<file path="src/lfu_pkg.sv">
package lfu_pkg;

  // table geometry
  localparam int ENTRIES   = 16;
  localparam int IDX_W     = (ENTRIES > 1) ? $clog2(ENTRIES) : 1;
  localparam int OCC_W     = $clog2(ENTRIES + 1);
  localparam int CAP_W     = 5;
  localparam int DATA_W    = 32;
  localparam int CNT_W     = 32;

  localparam logic [CAP_W-1:0] CAP_RESET = CAP_W'(16);
  localparam logic [CNT_W-1:0] COUNT_MAX = {CNT_W{1'b1}};

  // request opcodes
  localparam logic CMD_GET = 1'b0;
  localparam logic CMD_PUT = 1'b1;

  typedef struct packed {
    logic               command;
    logic signed [31:0] key;
    logic signed [31:0] value;
  } lfu_req_t;

  typedef struct packed {
    logic               hit;
    logic signed [31:0] read_value;
    logic               evicted;
    logic signed [31:0] evicted_key;
  } lfu_rsp_t;

endpackage

</file>
<file path="src/lfu_cache_lru_tiebreak.sv">
// channel  | ports                          | handshake
// ---------+--------------------------------+-------------------------------------
// request  | start, busy, in_req            | item taken when start && !busy
// result   | out_valid, out_rsp             | one-cycle strobe, cannot be held off
// config   | cfg_we, cfg_wdata              | capacity written when cfg_we is high
//
// an item is scanned one entry per cycle through the shared key / use count / rank
// compare unit, then goes through the update state
// with zero capacity the result appears the cycle after the item is taken
// synchronous active-low reset clears all valid bits and occupancy and sets capacity to 16
// busy is high while an item is being worked on; results are never stalled
module lfu_cache_lru_tiebreak
  import lfu_pkg::*;
(
  input  logic             clk,
  input  logic             rst_n,
  input  logic             start,
  output logic             busy,
  input  lfu_req_t         in_req,
  output logic             out_valid,
  output lfu_rsp_t         out_rsp,
  input  logic             cfg_we,
  input  logic [CAP_W-1:0] cfg_wdata
);

  localparam logic [1:0] ST_IDLE = 2'd0;
  localparam logic [1:0] ST_SCAN = 2'd1;
  localparam logic [1:0] ST_UPDT = 2'd2;
  localparam int         CMP_W   = OCC_W + CAP_W;

  // entry storage
  logic               valid_r [ENTRIES];
  logic [DATA_W-1:0]  key_r   [ENTRIES];
  logic [DATA_W-1:0]  val_r   [ENTRIES];
  logic [CNT_W-1:0]   cnt_r   [ENTRIES];
  logic [IDX_W-1:0]   rank_r  [ENTRIES];

  logic [1:0]         state_r, state_nxt;
  logic [IDX_W-1:0]   idx_r;
  logic [OCC_W-1:0]   occ_r;
  logic [CAP_W-1:0]   cap_r;
  lfu_req_t           req_r;

  // scan results
  logic               match_found_r;
  logic [IDX_W-1:0]   match_idx_r;
  logic [DATA_W-1:0]  match_val_r;
  logic [CNT_W-1:0]   match_cnt_r;
  logic [IDX_W-1:0]   match_rank_r;
  logic               free_found_r;
  logic [IDX_W-1:0]   free_idx_r;
  logic               vic_found_r;
  logic [IDX_W-1:0]   vic_idx_r;
  logic [CNT_W-1:0]   vic_cnt_r;
  logic [IDX_W-1:0]   vic_rank_r;
  logic [DATA_W-1:0]  vic_key_r;

  logic               out_valid_r;
  lfu_rsp_t           out_rsp_r;

  logic               accept;
  logic [OCC_W-1:0]   cap_eff;
  logic               last_idx;
  logic               cur_valid;
  logic [DATA_W-1:0]  cur_key;
  logic [CNT_W-1:0]   cur_cnt;
  logic [IDX_W-1:0]   cur_rank;
  logic               hit_now;
  logic               free_now;
  logic               vic_now;
  logic               use_free;
  logic [IDX_W-1:0]   fill_idx;
  logic               touch;
  logic [IDX_W-1:0]   touch_idx;
  logic [OCC_W:0]     touch_old;
  logic [CNT_W-1:0]   cnt_inc;

  assign accept   = start && !busy;
  assign busy     = (state_r != ST_IDLE);
  assign last_idx = (idx_r == IDX_W'(ENTRIES - 1));

  // effective capacity, clamped to the table size
  assign cap_eff = (CMP_W'(cap_r) > CMP_W'(ENTRIES)) ? OCC_W'(ENTRIES) : OCC_W'(cap_r);

  // shared compare unit over the entry under the scan pointer
  assign cur_valid = valid_r[idx_r];
  assign cur_key   = key_r[idx_r];
  assign cur_cnt   = cnt_r[idx_r];
  assign cur_rank  = rank_r[idx_r];
  assign hit_now   = cur_valid && !match_found_r && (cur_key == DATA_W'(req_r.key));
  assign free_now  = !cur_valid && !free_found_r;
  assign vic_now   = cur_valid && (!vic_found_r || (cur_cnt < vic_cnt_r) ||
                     ((cur_cnt == vic_cnt_r) && (cur_rank > vic_rank_r)));

  // update decisions
  assign use_free  = free_found_r && (occ_r < cap_eff);
  assign fill_idx  = use_free ? free_idx_r : vic_idx_r;
  assign cnt_inc   = (match_cnt_r == COUNT_MAX) ? match_cnt_r : match_cnt_r + 1'b1;
  assign touch     = (state_r == ST_UPDT) &&
                     (match_found_r || (req_r.command == CMD_PUT));
  assign touch_idx = match_found_r ? match_idx_r : fill_idx;
  always_comb begin
    if (match_found_r) begin
      touch_old = (OCC_W + 1)'(match_rank_r);
    end else if (use_free) begin
      touch_old = (OCC_W + 1)'(ENTRIES);
    end else begin
      touch_old = (OCC_W + 1)'(vic_rank_r);
    end
  end

  // sequencer
  always_comb begin
    state_nxt = state_r;
    unique case (state_r)
      ST_IDLE: begin
        if (accept && (cap_eff != '0)) state_nxt = ST_SCAN;
      end
      ST_SCAN: begin
        if (last_idx) state_nxt = ST_UPDT;
      end
      ST_UPDT: state_nxt = ST_IDLE;
      default: state_nxt = ST_IDLE;
    endcase
  end

  // control registers
  always_ff @(posedge clk) begin
    if (!rst_n) begin
      state_r     <= ST_IDLE;
      cap_r       <= CAP_RESET;
      occ_r       <= '0;
      out_valid_r <= 1'b0;
    end else begin
      state_r     <= state_nxt;
      out_valid_r <= (accept && (cap_eff == '0)) || (state_r == ST_UPDT);
      if (cfg_we) cap_r <= cfg_wdata;
      if ((state_r == ST_UPDT) && !match_found_r && (req_r.command == CMD_PUT) && use_free)
        occ_r <= occ_r + 1'b1;
    end
  end

  // valid bits
  always_ff @(posedge clk) begin
    if (!rst_n) begin
      for (int i = 0; i < ENTRIES; i++) valid_r[i] <= 1'b0;
    end else if ((state_r == ST_UPDT) && !match_found_r && (req_r.command == CMD_PUT)) begin
      valid_r[fill_idx] <= 1'b1;
    end
  end

  // scan pointer and scan results
  always_ff @(posedge clk) begin
    if (accept) begin
      req_r         <= in_req;
      idx_r         <= '0;
      match_found_r <= 1'b0;
      free_found_r  <= 1'b0;
      vic_found_r   <= 1'b0;
    end else if (state_r == ST_SCAN) begin
      idx_r <= idx_r + 1'b1;
      if (hit_now) begin
        match_found_r <= 1'b1;
        match_idx_r   <= idx_r;
        match_val_r   <= val_r[idx_r];
        match_cnt_r   <= cur_cnt;
        match_rank_r  <= cur_rank;
      end
      if (free_now) begin
        free_found_r <= 1'b1;
        free_idx_r   <= idx_r;
      end
      if (vic_now) begin
        vic_found_r <= 1'b1;
        vic_idx_r   <= idx_r;
        vic_cnt_r   <= cur_cnt;
        vic_rank_r  <= cur_rank;
        vic_key_r   <= cur_key;
      end
    end
  end

  // entry payload writes
  always_ff @(posedge clk) begin
    if (state_r == ST_UPDT) begin
      if (match_found_r) begin
        cnt_r[match_idx_r] <= cnt_inc;
        if (req_r.command == CMD_PUT) val_r[match_idx_r] <= DATA_W'(req_r.value);
      end else if (req_r.command == CMD_PUT) begin
        key_r[fill_idx] <= DATA_W'(req_r.key);
        val_r[fill_idx] <= DATA_W'(req_r.value);
        cnt_r[fill_idx] <= CNT_W'(1);
      end
    end
  end

  // recency ranks: touched entry becomes newest, younger valid entries age
  always_ff @(posedge clk) begin
    if (touch) begin
      for (int i = 0; i < ENTRIES; i++) begin
        if (IDX_W'(i) == touch_idx) begin
          rank_r[i] <= '0;
        end else if (valid_r[i] && ((OCC_W + 1)'(rank_r[i]) < touch_old)) begin
          rank_r[i] <= rank_r[i] + 1'b1;
        end
      end
    end
  end

  // result register
  always_ff @(posedge clk) begin
    if (accept && (cap_eff == '0)) begin
      out_rsp_r <= '0;
    end else if (state_r == ST_UPDT) begin
      out_rsp_r.hit         <= match_found_r;
      out_rsp_r.read_value  <= (match_found_r && (req_r.command == CMD_GET)) ?
                               match_val_r : '0;
      out_rsp_r.evicted     <= !match_found_r && (req_r.command == CMD_PUT) && !use_free;
      out_rsp_r.evicted_key <= (!match_found_r && (req_r.command == CMD_PUT) && !use_free) ?
                               vic_key_r : '0;
    end
  end

  assign out_valid = out_valid_r;
  assign out_rsp   = out_rsp_r;

endmodule

</file>
<file path="config.mk">
export PLATFORM = sky130hd
export DESIGN_NAME = lfu_cache_lru_tiebreak
export DESIGN_NICKNAME = d
export VERILOG_FILES = /design/src/lfu_pkg.sv /design/src/lfu_cache_lru_tiebreak.sv
export SDC_FILE = /design/constraint.sdc
export NUM_CORES = 2
export LEC_CHECK = 0
export ABC_CLOCK_PERIOD_IN_PS = 7920
export BUFFER_PORTS_ARGS = -buffer_cell sky130_fd_sc_hd__buf_2
export CAP_MARGIN = 20
export CORE_MARGIN = 10
export CORE_UTILIZATION = 60
export DETAILED_ROUTE_END_ITERATION = 10
export PLACE_DENSITY = 0.77
export SKIP_CTS_REPAIR_TIMING = 1
export SLEW_MARGIN = 0
export SYNTH_ARGS = -nofsm -noshare
export SYNTH_HDL_FRONTEND = slang
export SYNTH_SLANG_ARGS = --single-unit
</file>
<file path="constraint.sdc">
create_clock -name clk -period 7.92 [get_ports clk]
set_clock_uncertainty 0.05 [all_clocks]
set_input_delay 1.188 -clock clk [delete_from_list [all_inputs] [get_ports clk]]
set_output_delay 1.188 -clock clk [all_outputs]
set_load 0.02 [all_outputs]
</file>
* Word level (Yosys, flattened, before mapping)
Memories as Yosys holds them, arrays and structs flattened. A register that Yosys moved wholly into a read port is not among the register bits. Index checks and enable logic that the tools add are counted.
Cells by class: add/sub/neg operators 19, $mul 0, div/mod/pow operators 0, order comparisons 20, equality and inequality tests 23, shift operators 0, mux-type cells 170, bitwise logic cells 18, reduce and logical (&&, ||, !) cells 57
Operator list (count):
- 32-bit two-way mux | 5
- 1-bit two-way mux | 130
- 4-bit two-way mux | 29
- 4-bit by 6-bit less-than comparator with 1-bit output | 16
- 4-bit by 1-bit adder with 4-bit output, second input constant | 17
- 32-bit equality test | 2
- 32-bit OR reduction | 2
- 32-bit by 1-bit adder with 32-bit output, second input constant | 1
- 32-bit equality test, second input constant | 1
- 4-bit equality test, first input constant | 8
- 1-bit logical AND | 32
- 32-bit less-than comparator | 1
- 3-bit by 4-bit equality test with 1-bit output, first input constant | 4
- 1-bit OR | 16
- 5-bit two-way mux | 2
- 3-bit AND reduction | 3
- 2-bit by 4-bit equality test with 1-bit output, first input constant | 2
- 2-bit AND reduction | 4
- 1-bit logical NOT | 6
- 6-bit two-way mux | 1
- 5-bit by 1-bit adder with 5-bit output, second input constant | 1
- 5-bit greater-than comparator, second input constant | 1
- 5-bit logical NOT | 1
- 5-bit less-than comparator | 1
- other kinds (15) | 21
Storage, ports and cells: register bits after elaboration 267, bits in latches 0, memory bits (writable) 1616, memory bits (read-only) 0, input bits 74, output and inout port bits 68, memories kept 5
Memories:
- cnt_r | words 16, width 32, rd ports 1, clocked after memory_dff 1, wr ports 1, RTL line lfu_cache_lru_tiebreak.sv:35 | logic [CNT_W-1:0] cnt_r [ENTRIES];
- key_r | words 16, width 32, rd ports 1, clocked after memory_dff 1, wr ports 1, RTL line lfu_cache_lru_tiebreak.sv:33 | logic [DATA_W-1:0] key_r [ENTRIES];
- val_r | words 16, width 32, rd ports 1, clocked after memory_dff 1, wr ports 1, RTL line lfu_cache_lru_tiebreak.sv:34 | logic [DATA_W-1:0] val_r [ENTRIES];
- rank_r | words 16, width 4, rd ports 17, clocked after memory_dff 1, wr ports 16, RTL line lfu_cache_lru_tiebreak.sv:36 | logic [IDX_W-1:0] rank_r [ENTRIES];
- valid_r | words 16, width 1, rd ports 17, clocked after memory_dff 1, wr ports 16, RTL line lfu_cache_lru_tiebreak.sv:32 | logic valid_r [ENTRIES];

* Logic depth before layout (Yosys ltp)
word-level depth 13, depth in mapped cells 18

* Worst setup path before layout
OpenSTA, ideal clock, no wires.
kind register to register, start register (tool-made name), end register vic_cnt_r[0], enable pin, library setup time 0.438 ns, arrival time 5.932 ns, required time 7.432 ns, path slack 1.499 ns, cell stages (with the launch flop) 18, cell sequence dfxtp_1 > buf_6 > buf_6 > buf_6 > buf_4 > buf_4 > clkbuf_1 > buf_2 > mux4_2 > mux4_2 > ha_1 > nand4_1 > nor2_1 > nand3_1 > nand3b_1 > or4_1 > o221ai_1 > and2_1
RTL lines:
- to (signal assigned) | RTL line lfu_cache_lru_tiebreak.sv:176 | vic_cnt_r <= cur_cnt;
- to (decl) | RTL line lfu_cache_lru_tiebreak.sv:54 | logic [CNT_W-1:0] vic_cnt_r;

==> impl_metrics.py <==
metrics = {
    "worst_setup_path": {
        "reg2reg_to": "vic_key_r[3]$_DFFE_PP_",
        "endpoint_kind": "flip-flop",
        "reg2reg_slack_ns": 2.15,
        "critPathLaunchType": "flip-flop",
        "crit_arrival_ns": 6.15,
        "crit_fanout": 50,
        "reg2regPathDepth": 12,
        "crit_path_end": "vic_key_r[3]$_DFFE_PP_",
        "required_ns": 8.30,
        "path_class": "reg2reg",
    },
    "yosys": {
        "yosysUniqueCellTypes": 66,
        "ys_seq_area_frac": 0.746,
        "synthFlopType": "edfxtp_1",
        "synth-edff-count": 1813,
        "synthArstFlopShare": 0,
        "synth_area_um2": 75800,
        "syn_avg_cell_area_um2": 20.2,
        "ys_warn_count": 0,
        "synth_nets": 3936,
        "ys_seq_elements": 1919,
        "synthCells": 3755,
    },
    "die": {
        "fp.coreArea_um2": 126000,
        "die_w_um": 375,
        "die_area_um2": 141000,
        "fp.dieH_um": 375,
        "num_rows": 130,
        "pin_count": 142,
        "initial_core_util": 0.604,
    },
    "pwr": {
        "pwr-share-seq": 0.521,
        "peakVddDrop_uv": 268,
        "switching_share": 0.219,
        "cellLeakagePower_nw": 27.1,
        "power_switching_mw": 4.75,
        "power.share.clock": 0.402,
        "powerDensity_nw_per_um2": 255,
        "internal-power_mw": 17.0,
        "combPwrFrac": 0.078,
    },
    "sta": {
        "fin_setup_tns_ns": 0,
        "fin_crit_sh": 0.729,
        "hold_viol_final": 0,
        "rsz0062_at_grt": "false",
        "setup_slack_ns": 2.15,
        "worst_slew_pin_slew_ns": 1.14,
        "setup_viol": 0,
        "maxClockFrequency_ghz": 0.173,
        "min_period_ns": 5.77,
        "slew_violations": 0,
        "relSlewSlack": 0.239,
    },
    "placed_design": {
        "place_hpwl_um": 94100,
        "place_ws_ns": 2.22,
        "io_buffer_count": 141,
        "place.gp.congestion": 0.839,
    },
    "clocking": {
        "cts_tree": "yes",
        "cts_buffers": 183,
        "clock_latency_ns": 0.81,
        "path_clk_slew_ns": 0.06,
        "cts_buffer_depth": 3,
        "clock_sinks": 1919,
        "cts_root_buffer": "clkbuf_16",
        "htreeDepth": 4,
    },
    "run_status": {
        "status": "complete, no violations",
    },
    "detailed_routing": {
        "vias": 38500,
        "viasPerCell": 6.62,
        "drt_wl_total_um": 176000,
        "wire_per_inst_um": 30.2,
        "ant_nets": 0,
        "drtIter0Drc": 4870,
        "dr.pass1.iters": 5,
        "post-route-drc-count": 0,
    },
    "flow_run": {
        "cap_violations": 0,
    },
    "min_path": {
        "hp-class": "reg2reg",
        "hold_depth": 1,
    },
    "grt": {
        "grt_pass1_wl_um": 261000,
        "track_usage": 0.250,
        "overflow": 0,
        "grt_max_degree": 99,
        "grt_pass1_vias": 39300,
        "antenna_found_initial": 7,
    },
    "finish": {
        "drive_gt1_frac": 0.255,
        "final_core_util": 0.677,
        "final_nets": 4188,
        "area_growth_pct": 12.1,
    },
}
-- layout make-up --
type	instances	area, um2
Antenna cell	2	5.00
Clock buffer	234	5070
Clock inverter	103	940
Fill cell	7702	40600
Inverter	79	299
Multi-Input combinational cell	1588	18600
Sequential cell	1919	56600
Tap cell	1650	2060
Timing Repair Buffer	236	1480
-- power groups by stage --
stage          logic, mW  clock network, mW  registers [mW]
6_report            1.68               8.72            11.3
5_1_grt             1.80               9.21            11.3
4_1_cts             1.69               8.82            11.3
3_5_place_dp        1.67                  0            11.5
3_3_place_gp        1.64                  0            11.5
2_1_floorplan       1.34                  0            11.4
-- metrics by stage --
step                      cell area [um2]  cells  hold WS, ns  total power [mW]
after floorplan                     75800   3755        0.386              12.7
after global placement              78900   5465        0.381              13.1
after detailed placement            78900   5465        0.393              13.2
after CTS                           84900   5802        0.406              21.8
after global routing                85000   5809        0.422              22.3
final                               85000   5811        0.405              21.7
-- flip-flops by register name, summed over array words and instances, names as in the netlist, 2 cells and up, named ones only --
signal and cells:
valid_r 16, cap_r 5, vic_key_r 32, free_idx_r 4
state_r 2, occ_r 5, match_cnt_r 32, match_val_r 32
vic_rank_r 4, rank_r 64, vic_cnt_r 32, out_rsp 66
cnt_r 512, key_r 512, vic_idx_r 4, val_r 512
idx_r 4, req_r 65, match_idx_r 4, match_rank_r 4
-- routing by layer --
metal / GRT usage / part of all wire / up-vias
met1: 0.350 / 0.39 / 20200
met2: 0.407 / 0.50 / 1980
met5: 0 / 0.00035 / -
met4: 0.0704 / 0.026 / 10
li1: - / - / 15900
met3: 0.0463 / 0.088 / 332
-- critical path, cell delays in order, from the launching register on --
cell      delay [ns]
dfxtp_4         0.92
buf_4           0.46
mux4_2          0.36
mux4_2          0.52
ha_1            0.32
nand4_1         0.23
nor2_1          0.21
nand3_1         0.11
nand3b_1        0.26
or4_1           0.56
o221ai_1        0.18
and2_4          0.50
buf_4           0.59
-- kinds of logic after synthesis --
group / after synthesis / share of synthesized area
xor+xnor: 108 / 0.0125
buf+inv: 248 / 0.0141
compound gates: 334 / 0.0313
flops: 1919 / 0.746
mux: 549 / 0.148
fa+ha+maj: 107 / 0.0177
simple gates: 490 / 0.0303
-- placed cells by master (no fill, tap or decap), types with 20 or more instances in the layout --
master        n
a22o_1       67
o21a_1       36
clkinv_2     28
nand3_1      51
buf_2       142
o21ai_0      55
clkbuf_1     30
xnor2_1      60
nor3_1       38
a21oi_1      53
ha_1        107
buf_4        88
clkinv_1     37
mux2_2       24
nor2_4       39
nand2b_1     20
nor2_1      145
dfxtp_1      98
clkbuf_16   191
xor2_1       48
nand2_1      86
inv_1        78
mux2i_1      69
mux4_2      454
nand4_1      28
edfxtp_1   1813
-- cells in the mapped netlist, types with 51 or more instances --
master / count / area share
nand3_1: 51 / 0.0034
mux4_2: 454 / 0.13
xnor2_1: 60 / 0.0069
o21ai_0: 55 / 0.0036
dfxtp_1: 106 / 0.028
nand2_1: 86 / 0.0043
clkbuf_1: 90 / 0.0045
mux2i_1: 69 / 0.0091
a22o_1: 67 / 0.0077
nor2_1: 184 / 0.0091
ha_1: 107 / 0.018
inv_1: 78 / 0.0039
edfxtp_1: 1813 / 0.72
a21oi_1: 53 / 0.0035
-- worst min path at each step --
stage	startpoint	end	slack (ns)
6_report	vic_key_r[22]$_DFFE_PP_	out_rsp[22]$_SDFFE_PP0P_	0.40
5_1_grt	idx_r[2]$_SDFFE_PP0P_	match_idx_r[2]$_DFFE_PP_	0.42
4_1_cts	vic_key_r[12]$_DFFE_PP_	out_rsp[12]$_SDFFE_PP0P_	0.41
3_5_place_dp	out_rsp[32]$_SDFFE_PP0P_	out_rsp[32]$_SDFFE_PP0P_	0.39
3_3_place_gp	out_rsp[32]$_SDFFE_PP0P_	out_rsp[32]$_SDFFE_PP0P_	0.38
2_1_floorplan	vic_key_r[0]$_DFFE_PP_	out_rsp[0]$_SDFFE_PP0P_	0.39
(Power assumes the default switching activity.)
